[config.mk]
export PLATFORM = sky130hd
export DESIGN_NAME = read_end_mismatch_profiler
export DESIGN_NICKNAME = d
export VERILOG_FILES = /design/src/sv/remp_pkg.sv /design/src/sv/remp_datapath.sv /design/src/sv/remp_ctrl.sv /design/src/sv/read_end_mismatch_profiler.sv
export VERILOG_INCLUDE_DIRS = /design/src /design/src/sv
export SDC_FILE = /design/constraint.sdc
export NUM_CORES = 2
export LEC_CHECK = 0
export ABC_AREA = 1
export BUFFER_PORTS_ARGS = -buffer_cell sky130_fd_sc_hd__buf_4
export CAP_MARGIN = 20
export CORE_UTILIZATION = 25
export DETAILED_ROUTE_END_ITERATION = 7
export PLACE_DENSITY = 0.36
export SKIP_CTS_REPAIR_TIMING = 1
export SYNTH_ARGS = -nofsm -noshare
export SYNTH_HDL_FRONTEND = slang
export SYNTH_SLANG_ARGS = --single-unit
export TNS_END_PERCENT = 1
[constraint.sdc]
create_clock -name clk -period 11.6 [get_ports clk]
set_clock_uncertainty 0.05 [all_clocks]
set_input_delay 1.16 -clock clk [delete_from_list [all_inputs] [get_ports clk]]
set_output_delay 1.16 -clock clk [all_outputs]
set_load 0.01 [all_outputs]
[src/sv/read_end_mismatch_profiler_defines.svh]
// assertion macros for the read-end mismatch profiler
// no dependencies; included by the files that carry assertions
`ifndef READ_END_MISMATCH_PROFILER_DEFINES_SVH
`define READ_END_MISMATCH_PROFILER_DEFINES_SVH

// same-cycle implication, idle during reset
`define REMP_ASSERT_IMPLY(label, clk, rst, ante, cons, msg) \
  label: assert property (@(posedge clk) disable iff (rst) (ante) |-> (cons)) else $error(msg);

// next-cycle implication, idle during reset
`define REMP_ASSERT_NEXT(label, clk, rst, ante, cons, msg) \
  label: assert property (@(posedge clk) disable iff (rst) (ante) |=> (cons)) else $error(msg);

`endif

[src/sv/remp_pkg.sv]
// shared constants, codes and control types of the read-end mismatch profiler
// no dependencies; imported by remp_ctrl, remp_datapath and the top level
package remp_pkg;

  // parameter defaults
  localparam int COUNT_BITS_DEF  = 32;
  localparam int LENGTH_BITS_DEF = 16;

  // fixed field widths
  localparam int END_BITS       = 10;
  localparam int MULT_BITS      = 8;
  localparam int BASE_BITS      = 48;
  localparam int FRAC_BITS      = 4;
  localparam int OP_BITS        = 2;
  localparam int CFG_INDEX_BITS = 1;
  localparam int CFG_DATA_BITS  = 10;

  // register reset values
  localparam logic [END_BITS-1:0]  END_LENGTH_RESET = 10'd10;
  localparam logic [MULT_BITS-1:0] ERROR_MULT_RESET = 8'd32;

  // register indexes
  localparam logic [CFG_INDEX_BITS-1:0] REG_END_LENGTH = 1'd0;
  localparam logic [CFG_INDEX_BITS-1:0] REG_ERROR_MULT = 1'd1;

  // input commands
  localparam logic CMD_RUN    = 1'b0;
  localparam logic CMD_FINISH = 1'b1;

  // operation kinds
  localparam logic [OP_BITS-1:0] OP_MATCH     = 2'd0;
  localparam logic [OP_BITS-1:0] OP_MISMATCH  = 2'd1;
  localparam logic [OP_BITS-1:0] OP_INSERTION = 2'd2;
  localparam logic [OP_BITS-1:0] OP_DELETION  = 2'd3;

  // serial multiplier commands
  localparam int MS_BITS = 3;
  localparam logic [MS_BITS-1:0] MS_HOLD = 3'd0;
  localparam logic [MS_BITS-1:0] MS_STEP = 3'd1;
  localparam logic [MS_BITS-1:0] MS_LHS  = 3'd2;
  localparam logic [MS_BITS-1:0] MS_MD   = 3'd3;
  localparam logic [MS_BITS-1:0] MS_R    = 3'd4;

  // controller to datapath
  typedef struct packed {
    logic               run_update;
    logic               span_load;
    logic [MS_BITS-1:0] mul_sel;
    logic               report_load;
  } ctrl_t;

  // datapath to controller
  typedef struct packed {
    logic mul_done;
    logic skip;
  } stat_t;

endpackage

[src/sv/remp_datapath.sv]
// counters, run classifier, serial multiplier and result registers
// depends on remp_pkg; driven by remp_ctrl through ctrl_t
module remp_datapath #(
  parameter int COUNT_BITS  = remp_pkg::COUNT_BITS_DEF,
  parameter int LENGTH_BITS = remp_pkg::LENGTH_BITS_DEF
) (
  input  logic                                 clk,
  input  logic                                 rst,
  input  logic                                 cfg_valid,
  input  logic [remp_pkg::CFG_INDEX_BITS-1:0]  cfg_index,
  input  logic [remp_pkg::CFG_DATA_BITS-1:0]   cfg_data,
  input  logic [remp_pkg::OP_BITS-1:0]         op_kind,
  input  logic [LENGTH_BITS-1:0]               op_count,
  input  logic [LENGTH_BITS-1:0]               read_length,
  input  logic                                 last_op,
  input  remp_pkg::ctrl_t                      ctrl,
  output remp_pkg::stat_t                      stat,
  output logic                                 clean_needed,
  output logic                                 no_reads,
  output logic                                 degenerate,
  output logic [COUNT_BITS-1:0]                end_errors,
  output logic [COUNT_BITS-1:0]                middle_errors,
  output logic [COUNT_BITS-1:0]                reads_seen
);
  import remp_pkg::*;

  localparam int POS_BITS = LENGTH_BITS + 1;
  localparam int WIDE_LEN = (LENGTH_BITS > END_BITS) ? LENGTH_BITS : END_BITS;
  localparam int SW       = WIDE_LEN + 3;
  localparam int ADD_W    = ((COUNT_BITS > LENGTH_BITS) ? COUNT_BITS : LENGTH_BITS) + 1;
  localparam int TWOL_W   = END_BITS + 1;
  localparam int SPAN_W   = COUNT_BITS + TWOL_W;
  localparam int MR_W     = MULT_BITS + TWOL_W;
  localparam int CMP_W    = (SPAN_W > BASE_BITS) ? SPAN_W : BASE_BITS;
  localparam int PROD_W   = 2 * COUNT_BITS + BASE_BITS + FRAC_BITS;
  localparam int MPL_W    = (COUNT_BITS > BASE_BITS) ? COUNT_BITS : BASE_BITS;

  // configuration registers
  logic [END_BITS-1:0]  end_length;
  logic [MULT_BITS-1:0] error_mult;

  // accumulators
  logic [POS_BITS-1:0]   read_position;
  logic [COUNT_BITS-1:0] end_error_count;
  logic [COUNT_BITS-1:0] middle_error_count;
  logic [COUNT_BITS-1:0] read_count;
  logic [BASE_BITS-1:0]  base_total;

  // run classification
  logic signed [SW-1:0]  lo, hi, thr, lenl, lo_cl, hi_cl, diff;
  logic [LENGTH_BITS-1:0] mid, ends;
  logic [ADD_W-1:0]       mid_sum, end_sum;
  logic [COUNT_BITS-1:0]  mid_sat, end_sat, rc_inc;
  logic [POS_BITS:0]      pos_sum;
  logic [POS_BITS-1:0]    pos_sat, pos_next;
  logic [BASE_BITS:0]     base_sum;
  logic [BASE_BITS-1:0]   base_sat;

  // verdict
  logic [TWOL_W-1:0]    twol;
  logic [SPAN_W-1:0]    span_r;
  logic [MR_W-1:0]      mr_r;
  logic [BASE_BITS-1:0] s_val;
  logic                 reads_zero, base_le_span, degen_now;
  logic [PROD_W-1:0]    acc, mcand, lhs_r;
  logic [MPL_W-1:0]     mplier;

  // configuration writes
  always_ff @(posedge clk) begin
    if (rst) begin
      end_length <= END_LENGTH_RESET;
      error_mult <= ERROR_MULT_RESET;
    end else if (cfg_valid) begin
      unique case (cfg_index)
        REG_END_LENGTH: end_length <= cfg_data[END_BITS-1:0];
        REG_ERROR_MULT: error_mult <= cfg_data[MULT_BITS-1:0];
      endcase
    end
  end

  // middle region of this run: [max(pos+1, L), min(pos+cnt, len-L-1)]
  assign lo    = $signed(SW'(read_position)) + SW'(1);
  assign hi    = $signed(SW'(read_position)) + $signed(SW'(op_count));
  assign lenl  = $signed(SW'(end_length));
  assign thr   = $signed(SW'(read_length)) - lenl - SW'(1);
  assign lo_cl = (lo > lenl) ? lo : lenl;
  assign hi_cl = (hi < thr) ? hi : thr;
  assign diff  = hi_cl - lo_cl + SW'(1);
  assign mid   = (hi_cl >= lo_cl) ? diff[LENGTH_BITS-1:0] : '0;
  assign ends  = op_count - mid;

  // saturating counter sums
  assign mid_sum = ADD_W'(middle_error_count) + ADD_W'(mid);
  assign end_sum = ADD_W'(end_error_count) + ADD_W'(ends);
  assign mid_sat = (mid_sum > ADD_W'({COUNT_BITS{1'b1}})) ? '1 : mid_sum[COUNT_BITS-1:0];
  assign end_sat = (end_sum > ADD_W'({COUNT_BITS{1'b1}})) ? '1 : end_sum[COUNT_BITS-1:0];
  assign rc_inc  = (&read_count) ? read_count : read_count + 1'b1;

  // position and base total
  assign pos_sum  = (POS_BITS + 1)'(read_position) + (POS_BITS + 1)'(op_count);
  assign pos_sat  = pos_sum[POS_BITS] ? '1 : pos_sum[POS_BITS-1:0];
  assign base_sum = (BASE_BITS + 1)'(base_total) + (BASE_BITS + 1)'(read_length);
  assign base_sat = base_sum[BASE_BITS] ? '1 : base_sum[BASE_BITS-1:0];

  always_comb begin
    pos_next = (op_kind != OP_DELETION) ? pos_sat : read_position;
    if (last_op) pos_next = '0;
  end

  // accumulator update, cleared by each report
  always_ff @(posedge clk) begin
    if (rst || ctrl.report_load) begin
      read_position      <= '0;
      end_error_count    <= '0;
      middle_error_count <= '0;
      read_count         <= '0;
      base_total         <= '0;
    end else if (ctrl.run_update) begin
      read_position <= pos_next;
      if (op_kind == OP_MISMATCH) begin
        middle_error_count <= mid_sat;
        end_error_count    <= end_sat;
      end
      if (last_op) begin
        read_count <= rc_inc;
        base_total <= base_sat;
      end
    end
  end

  // span 2*L*R and threshold product M*2*L
  assign twol = {end_length, 1'b0};

  always_ff @(posedge clk) begin
    if (ctrl.span_load) begin
      span_r <= SPAN_W'(twol) * SPAN_W'(read_count);
      mr_r   <= MR_W'(twol) * MR_W'(error_mult);
    end
  end

  // special cases
  assign reads_zero   = (read_count == '0);
  assign base_le_span = (CMP_W'(base_total) <= CMP_W'(span_r));
  assign degen_now    = (end_length == '0) || base_le_span;
  assign s_val        = base_total - BASE_BITS'(span_r);

  assign stat.skip     = reads_zero || degen_now;
  assign stat.mul_done = (mplier == '0);

  // shift-and-add multiplier, one multiplier bit a cycle while the controller steps it
  always_ff @(posedge clk) begin
    unique case (ctrl.mul_sel)
      MS_STEP: begin
        if (mplier[0]) acc <= acc + mcand;
        mcand  <= mcand << 1;
        mplier <= mplier >> 1;
      end
      MS_LHS: begin
        acc    <= '0;
        mcand  <= PROD_W'({end_error_count, {FRAC_BITS{1'b0}}});
        mplier <= MPL_W'(s_val);
      end
      MS_MD: begin
        lhs_r  <= acc;
        acc    <= '0;
        mcand  <= PROD_W'(mr_r);
        mplier <= MPL_W'(middle_error_count);
      end
      MS_R: begin
        acc    <= '0;
        mcand  <= acc;
        mplier <= MPL_W'(read_count);
      end
      default: ;
    endcase
  end

  // result word
  always_ff @(posedge clk) begin
    if (ctrl.report_load) begin
      no_reads      <= reads_zero;
      degenerate    <= !reads_zero && degen_now;
      clean_needed  <= !reads_zero && !degen_now && (lhs_r > acc);
      end_errors    <= end_error_count;
      middle_errors <= middle_error_count;
      reads_seen    <= read_count;
    end
  end

endmodule

[src/sv/remp_ctrl.sv]
// sequencer for the read-end mismatch profiler: handshakes and finish steps
// depends on remp_pkg and read_end_mismatch_profiler_defines.svh
`include "read_end_mismatch_profiler_defines.svh"

module remp_ctrl (
  input  logic            clk,
  input  logic            rst,
  input  logic            in_valid,
  output logic            in_ready,
  input  logic            cmd,
  output logic            out_valid,
  input  logic            out_ready,
  output remp_pkg::ctrl_t ctrl,
  input  remp_pkg::stat_t stat
);
  import remp_pkg::*;

  localparam logic [2:0] S_IDLE   = 3'd0;
  localparam logic [2:0] S_SPAN   = 3'd1;
  localparam logic [2:0] S_CHECK  = 3'd2;
  localparam logic [2:0] S_MUL_L  = 3'd3;
  localparam logic [2:0] S_MUL_D  = 3'd4;
  localparam logic [2:0] S_MUL_R  = 3'd5;
  localparam logic [2:0] S_REPORT = 3'd6;

  logic [2:0] state, state_next;
  logic       out_valid_next;
  logic       accept;

  // no word is taken while reset is held
  assign in_ready = !rst && (state == S_IDLE);
  assign accept   = in_valid && in_ready;

  // next state and datapath commands
  always_comb begin
    state_next       = state;
    ctrl.run_update  = 1'b0;
    ctrl.span_load   = 1'b0;
    ctrl.mul_sel     = MS_HOLD;
    ctrl.report_load = 1'b0;
    unique case (state)
      S_IDLE: begin
        if (accept) begin
          if (cmd == CMD_FINISH) state_next = S_SPAN;
          else ctrl.run_update = 1'b1;
        end
      end
      S_SPAN: begin
        ctrl.span_load = 1'b1;
        state_next     = S_CHECK;
      end
      S_CHECK: begin
        if (stat.skip) begin
          state_next = S_REPORT;
        end else begin
          ctrl.mul_sel = MS_LHS;
          state_next   = S_MUL_L;
        end
      end
      S_MUL_L: begin
        if (stat.mul_done) begin
          ctrl.mul_sel = MS_MD;
          state_next   = S_MUL_D;
        end else begin
          ctrl.mul_sel = MS_STEP;
        end
      end
      S_MUL_D: begin
        if (stat.mul_done) begin
          ctrl.mul_sel = MS_R;
          state_next   = S_MUL_R;
        end else begin
          ctrl.mul_sel = MS_STEP;
        end
      end
      S_MUL_R: begin
        if (stat.mul_done) state_next = S_REPORT;
        else ctrl.mul_sel = MS_STEP;
      end
      S_REPORT: begin
        if (!out_valid || out_ready) begin
          ctrl.report_load = 1'b1;
          state_next       = S_IDLE;
        end
      end
      default: state_next = S_IDLE;
    endcase
  end

  // output word valid
  always_comb begin
    if (ctrl.report_load) out_valid_next = 1'b1;
    else if (out_ready)   out_valid_next = 1'b0;
    else                  out_valid_next = out_valid;
  end

  always_ff @(posedge clk) begin
    if (rst) begin
      state     <= S_IDLE;
      out_valid <= 1'b0;
    end else begin
      state     <= state_next;
      out_valid <= out_valid_next;
    end
  end

  `REMP_ASSERT_IMPLY(a_no_overwrite, clk, rst, ctrl.report_load, !out_valid || out_ready, "result word overwritten")
  `REMP_ASSERT_NEXT(a_finish_starts, clk, rst, accept && cmd == CMD_FINISH, state == S_SPAN, "finish did not start")
  `REMP_ASSERT_IMPLY(a_step_in_mul, clk, rst, ctrl.mul_sel == MS_STEP, state == S_MUL_L || state == S_MUL_D || state == S_MUL_R, "multiplier step outside multiply")
  `REMP_ASSERT_NEXT(a_report_shows, clk, rst, ctrl.report_load, out_valid && state == S_IDLE, "report not presented")
  `REMP_ASSERT_IMPLY(a_run_idle, clk, rst, ctrl.run_update, state == S_IDLE && cmd == CMD_RUN, "run update outside idle")

endmodule

[src/sv/read_end_mismatch_profiler.sv]
// channel   | handshake             | word
// ----------+-----------------------+-------------------------------------------------
// input     | in_valid / in_ready   | cmd, op_kind, op_count, read_length, last_op
// output    | out_valid / out_ready | clean_needed, no_reads, degenerate, counts
// config    | cfg_valid / cfg_ready | cfg_index, cfg_data (ready whenever out of reset)
//
// run words: one per cycle while no finish is under way, counters updated at the accept edge
// finish word: span and check steps, then the report step when there are no reads or the
//   span is degenerate, else the multiplies for S, D and R first, by the one-bit-a-cycle
//   shift-add multiplier; input is held off during that time
// the output register holds a finished word while new runs are taken;
//   a second finish waits in the report step until that word is taken
// synchronous active-high reset: registers back to 10 and 32, counters to zero
// top level; depends on remp_pkg, remp_ctrl, remp_datapath
module read_end_mismatch_profiler #(
  parameter int COUNT_BITS  = remp_pkg::COUNT_BITS_DEF,
  parameter int LENGTH_BITS = remp_pkg::LENGTH_BITS_DEF
) (
  input  logic                                clk,
  input  logic                                rst,
  input  logic                                in_valid,
  output logic                                in_ready,
  input  logic                                cmd,
  input  logic [remp_pkg::OP_BITS-1:0]        op_kind,
  input  logic [LENGTH_BITS-1:0]              op_count,
  input  logic [LENGTH_BITS-1:0]              read_length,
  input  logic                                last_op,
  output logic                                out_valid,
  input  logic                                out_ready,
  output logic                                clean_needed,
  output logic                                no_reads,
  output logic                                degenerate,
  output logic [COUNT_BITS-1:0]               end_errors,
  output logic [COUNT_BITS-1:0]               middle_errors,
  output logic [COUNT_BITS-1:0]               reads_seen,
  input  logic                                cfg_valid,
  output logic                                cfg_ready,
  input  logic [remp_pkg::CFG_INDEX_BITS-1:0] cfg_index,
  input  logic [remp_pkg::CFG_DATA_BITS-1:0]  cfg_data
);
  import remp_pkg::*;

  ctrl_t ctrl;
  stat_t stat;

  // registers take a write in any cycle out of reset
  assign cfg_ready = !rst;

  remp_ctrl u_ctrl (
    .clk       (clk),
    .rst       (rst),
    .in_valid  (in_valid),
    .in_ready  (in_ready),
    .cmd       (cmd),
    .out_valid (out_valid),
    .out_ready (out_ready),
    .ctrl      (ctrl),
    .stat      (stat)
  );

  remp_datapath #(
    .COUNT_BITS  (COUNT_BITS),
    .LENGTH_BITS (LENGTH_BITS)
  ) u_datapath (
    .clk           (clk),
    .rst           (rst),
    .cfg_valid     (cfg_valid),
    .cfg_index     (cfg_index),
    .cfg_data      (cfg_data),
    .op_kind       (op_kind),
    .op_count      (op_count),
    .read_length   (read_length),
    .last_op       (last_op),
    .ctrl          (ctrl),
    .stat          (stat),
    .clean_needed  (clean_needed),
    .no_reads      (no_reads),
    .degenerate    (degenerate),
    .end_errors    (end_errors),
    .middle_errors (middle_errors),
    .reads_seen    (reads_seen)
  );

endmodule

# After elaboration in Yosys (flattened, before gate mapping)
# Cells that the tools add are included.
# op_classes
n_addsub,14
n_mul,2
n_lt_le_gt_ge,7
eq_ne,19
muxes,34
n_bitwise,2
reduce_logical,31
# ops
operator,count
one-hot mux 116 bit (4 select lines),1
one-hot mux 116 bit (2 select lines),1
one-hot mux 48 bit (4 select lines),1
adder 116 bit,1
greater-than comparator 116 bit,1
2-to-1 mux 116 bit,1
adder 32 x 16 -> 33 bit,2
greater-than comparator 33 x 32 -> 1 bit (second input constant),2
2-to-1 mux 32 bit,2
2-to-1 mux 17 bit,3
adder 48 x 16 -> 49 bit,1
less-or-equal comparator 48 x 43 -> 1 bit,1
logical NOT 48 bit,1
2-to-1 mux 48 bit,1
subtractor 48 x 43 -> 48 bit,1
multiplier 10 x 32 -> 42 bit,1
adder 17 x 16 -> 18 bit,2
adder 32 x 1 -> 32 bit (second input constant),1
logical NOT 32 bit,1
AND reduction 32 bit,1
subtractor 16 bit,2
2-to-1 mux 3 bit,8
one-hot mux 3 bit (7 select lines),1
>= comparator 19 bit,1
31 further kinds,71
# word_totals
register_bits,738
input_bits,52
output_inout_bits,102
wordCells,130

# Longest topological paths before layout
# logic_depth
depth_word,11
depth_mapped,71
ltp_nobuf,68

# Hierarchy
# A second synthesis with hierarchy kept.
# hier_totals
hier_cells,9505
hier_area_um2,67962.7
# modules_own_cells
mod,instances,cells_per_inst,area_per_inst_um2
remp_datapath,1,9446,67616.1
remp_ctrl,1,58,342.8
read_end_mismatch_profiler,1,1,3.8

# Worst setup path after synthesis
# OpenSTA, ideal clock, no wires.
# synth_path
kind,in2reg
start,in read_length[0]
end,reg u_datapath.end_error_count[1]
setup_ns,0.070
arrival_ns,9.310
slack_ns,2.170
cell_stages,62
path_buffers,2
path_cell_list,inv_1 > ha_1 > inv_1 > fa_1 > inv_1 > ha_1 > inv_1 > nor2_1 > nand3_1 > nor2_1 > nand3_1 > o21ai_0 > nand2_1 > ha_1 > nand2_1 > nor2_1 > nand3_1 > nand3_1 > [... 26 more ...] > nand2_1 > a21o_1 > a21o_1 > a21oi_1 > xor2_1 > inv_1 > ha_1 > nand2_1 > o21ai_0 > a21oi_1 > nand2_1 > nand2_1 > nor2_2 > nand2_1 > nand2_1 > inv_2 > buf_2 > a21oi_1
# synth_via
elab_chain_cells,11
elab_cells_between_ends,12
cone_classes,add/sub: 6; order compare: 3; mux: 3
# synth_rtl
element,line_no,rtl
from (decl),read_end_mismatch_profiler.sv:26,"input logic [LENGTH_BITS-1:0] read_length,"
subtractor 16 x 10 -> 17 bit *,remp_datapath.sv:85,assign thr = $signed(SW'(read_length)) - lenl - SW'(1);
subtractor 19 x 2 -> 19 bit *,remp_datapath.sv:85,
< comparator 19 bit,remp_datapath.sv:87,assign hi_cl = (hi < thr) ? hi : thr;
2-to-1 mux 19 bit *,remp_datapath.sv:87,
subtractor 16 bit,remp_datapath.sv:88,assign diff = hi_cl - lo_cl + SW'(1);
adder 16 x 2 -> 16 bit,remp_datapath.sv:88,
2-to-1 mux 16 bit *,remp_datapath.sv:89,assign mid = (hi_cl >= lo_cl) ? diff[LENGTH_BITS-1:0] : '0;
subtractor 16 bit *,remp_datapath.sv:90,assign ends = op_count - mid;
adder 32 x 16 -> 33 bit *,remp_datapath.sv:94,assign end_sum = ADD_W'(end_error_count) + ADD_W'(ends);
greater-than comparator 33 x 32 -> 1 bit,remp_datapath.sv:96,assign end_sat = (end_sum > ADD_W'({COUNT_BITS{1'b1}})) ? '1 : end_sum[COUNT_BITS-1:0];
2-to-1 mux 32 bit *,remp_datapath.sv:96,
to (signal assigned),remp_datapath.sv:122,end_error_count <= end_sat;
to (decl),remp_datapath.sv:44,logic [COUNT_BITS-1:0] end_error_count;
# Every way passes the cells marked *; elsewhere a longest branch is shown, timed or not.
# A chain may end at the register's enable or synchronous reset.

# Worst setup path after layout
# layout_path
start,in read_length[0]
end,reg u_datapath.end_error_count[8]
# Same word-level chain as after synthesis.

==> flow_summary.ini <==
[status]
status = finished clean

[logic_synthesis]
ys_ff_latch = 738
synth_seq_area_share = 0.297
yosysWarnings = 0
syn_inst = 9615
synth_edf_count = 555
syn_area_per_cell_um2 = 7.11
syn_area_um2 = 68400
synthArstFlopShare = 0
syn_nets = 10515
synth_ff_type = edfxtp_1
yosysUniqueCellTypes = 58

[critical_path]
cp_max_fo = 27
cp_num_buf_inv = 9
arrival_ns = 10.73
critical_path.most_common_cell = nand2_1
crit_required_ns = 12.22
r2r_slack_ns = 1.67
start_kind = input port
cp_top_family = simple AND/OR/NAND/NOR gates
r2r-end = u_datapath.end_error_count[8]
crit_start = read_length[0]
crit_type = input port to register
crit_path_end_kind = register
r2r_cells = 58
r2r_start = u_datapath.read_position[0]
cpMaxStageDelayCell = fa_1
worst_path_largest_cell_delay_ns = 0.53
cp.depth = 61

[power]
power_switching_mw = 6.16
power.share.sequential = 0.271
swShare = 0.464
power_density_nw_per_um2 = 172
intPower_mw = 7.11
p_leak_nw = 38.1
combPwrFrac = 0.491
max-vdd-ir-drop_mv = 0.114
clkPwrFrac = 0.238

[die]
fp.coreArea_um2 = 271000
io_pins = 154
die_h_um = 525
dieWidth_um = 525
initial_core_util = 0.252
dieArea_um2 = 276000
placementRows = 191

[layout]
final_nets = 10647
stdcell_area_um2 = 77000
area_growth_pct = 12.7
drive_gt1_frac = 0.0515

[sta]
slew_violations = 0
clock.fmax_mhz = 99.0
rsz0062_at_grt = false
hold_violations = 0
fin_crit_sh = 0.871
finalCriticalPeriod_ns = 10.11
relSlewSlack = 0.271
setup_tns_ns = 0
worst_pin_slew_ns = 1.09
setup_viol = 0

[route]
drc_errors = 0
drt-initial-drc-count = 4109
via_per_inst = 4.67
wire_per_inst_um = 22.1
num_vias = 62586
antenna_left = 0
wl_um = 296000
first_pass_iters = 6

[worst_hold_path]
hp-start = u_datapath.acc[60]
hold_end = u_datapath.lhs_r[60]
min_path_type = register to register
min_path_cells = 0

[clock_network]
clock_latency_ns = 0.74
numCtsBuffers = 100
tritoncts = done
cts.sink_count = 738
cts-htree-levels = 3
cts_buffer_depth = 3
clk_pin_slew_ns = 0.06
cts_root_buf = clkbuf_16

[placed_design]
placed_cell_area_um2 = 73800
dpl.hpwl_um = 243000
gp_congestion = 0.955
io_buffers = 153

[grt]
overflow = 0
grt_max_degree = 121
grt_usage = 0.212
grt_pass1_vias = 63826
antenna_found_initial = 15
grt_first_pass_wirelength_um = 435000

[job]
max_cap_violations = 0
==> kinds of logic after synthesis <==
logic type,share of synthesized area
and+or+nand+nor,0.270
buffers and inverters,0.111
adders and majority gates,0.188
AOI/OAI and AO/OA,0.0991
xor gates and xnor gates,0.0343
DFF,0.297
==> worst max-delay path by stage <==
stage | end | slack [ns]
5_1_grt | u_datapath.end_error_count[12] | 0.44
2_1_floorplan | u_datapath.end_error_count[1] | 2.17
6_report | u_datapath.end_error_count[8] | 1.49
4_1_cts | u_datapath.end_error_count[8] | 1.49
3_3_place_gp | u_datapath.end_error_count[30] | 0.62
3_5_place_dp | u_datapath.end_error_count[8] | 0.70
==> per-layer routing <==
| layer | global-route usage | vias up | share of wire |
|---|---|---|---|
| met5 | 0 | - | 0.00017 |
| met4 | 0.0622 | 8 | 0.031 |
| met3 | 0.0167 | 270 | 0.030 |
| met2 | 0.359 | 1136 | 0.47 |
| met1 | 0.285 | 30327 | 0.47 |
| li1 | - | 30845 | - |
==> through the flow <==
stage          setup slack (ns)  std cells  power [mW]   util  hold WS, ns
3_5_place_dp              0.698      13215        10.2  0.272        0.417
4_1_cts                    1.49      13399        13.5  0.284        0.432
6_report                   1.49      13402        13.3  0.284        0.432
5_1_grt                   0.444      13400        14.3  0.284        0.440
3_3_place_gp              0.621      13214        10.2  0.272        0.420
2_1_floorplan              2.17       9615        7.76      -        0.380
==> layout by cell type, fill, tap and decap left out, drive strengths merged, types with 13 or more instances in the layout <==
| master | instances |
|---|---|
| a21o | 41 |
| a21oi | 623 |
| a31oi | 30 |
| buf | 231 |
| clkbuf | 130 |
| clkinv | 45 |
| dfxtp | 183 |
| edfxtp | 555 |
| fa | 301 |
| ha | 547 |
| inv | 1777 |
| nand2 | 2871 |
| nand3 | 468 |
| nand4 | 111 |
| nor2 | 854 |
| nor3 | 124 |
| nor4 | 42 |
| o211ai | 13 |
| o21ai | 463 |
| o21bai | 30 |
| o221ai | 14 |
| o22ai | 16 |
| or2 | 15 |
| xnor2 | 92 |
| xor2 | 176 |
==> state kept, by name (all words and copies together), names as in the netlist, 42 cells and up <==
name,count
u_datapath.acc,116
u_datapath.mcand,116
u_datapath.mplier,48
u_datapath.lhs_r,116
u_datapath.span_r,42
u_datapath.base_total,48
==> synthesized netlist by cell type (3+ instances only) <==
cell	instances	share of area
a211oi_1	6	0.00066
a21boi_0	11	0.0012
a21o_1	41	0.0045
a21oi_1	622	0.046
a31oi_1	30	0.0027
and2_1	4	0.00037
and3_1	6	0.00055
buf_1	11	0.00060
buf_2	35	0.0026
buf_4	7	0.00077
buf_6	12	0.0020
clkbuf_1	135	0.0074
clkinv_1	4	0.00022
dfxtp_1	183	0.054
edfxtp_1	555	0.24
fa_1	301	0.088
ha_1	547	0.10
inv_1	1754	0.096
inv_2	20	0.0011
nand2_1	2843	0.16
nand2_2	27	0.0025
nand3_1	466	0.034
nand3b_1	12	0.0013
nand4_1	110	0.010
nor2_1	817	0.045
nor2_2	34	0.0031
nor2_4	3	0.00049
nor3_1	121	0.0089
nor3b_1	4	0.00044
nor4_1	41	0.0038
o2111ai_1	4	0.00051
o211ai_1	13	0.0014
o21a_1	9	0.00099
o21ai_0	398	0.029
o21ai_1	64	0.0047
o21bai_1	30	0.0033
o221ai_1	14	0.0018
o22ai_1	16	0.0015
o31ai_1	5	0.00055
or2_2	14	0.0013
xnor2_1	92	0.012
xor2_1	176	0.023
==> power groups by stage <==
stage | clock, mW | combinational [mW] | sequential [mW]
after floorplan | 0 | 4.18 | 3.58
after detailed placement | 0 | 6.53 | 3.66
after global routing | 3.36 | 7.28 | 3.64
after global placement | 0 | 6.59 | 3.66
after CTS | 3.28 | 6.58 | 3.61
final | 3.16 | 6.52 | 3.60
==> area by class of cell <==
| cell class | count | area, µm² |
|---|---|---|
| antenna | 3 | 7.51 |
| clock buffer | 130 | 2730 |
| clock inverter | 54 | 544 |
| fill | 29990 | 194000 |
| inverter | 1779 | 6680 |
| multi-input combinational | 6897 | 40500 |
| sequential | 738 | 20300 |
| tap | 3570 | 4470 |
| timing repair buffer | 231 | 1770 |
Note: power is estimated with default switching activity, not from simulation.
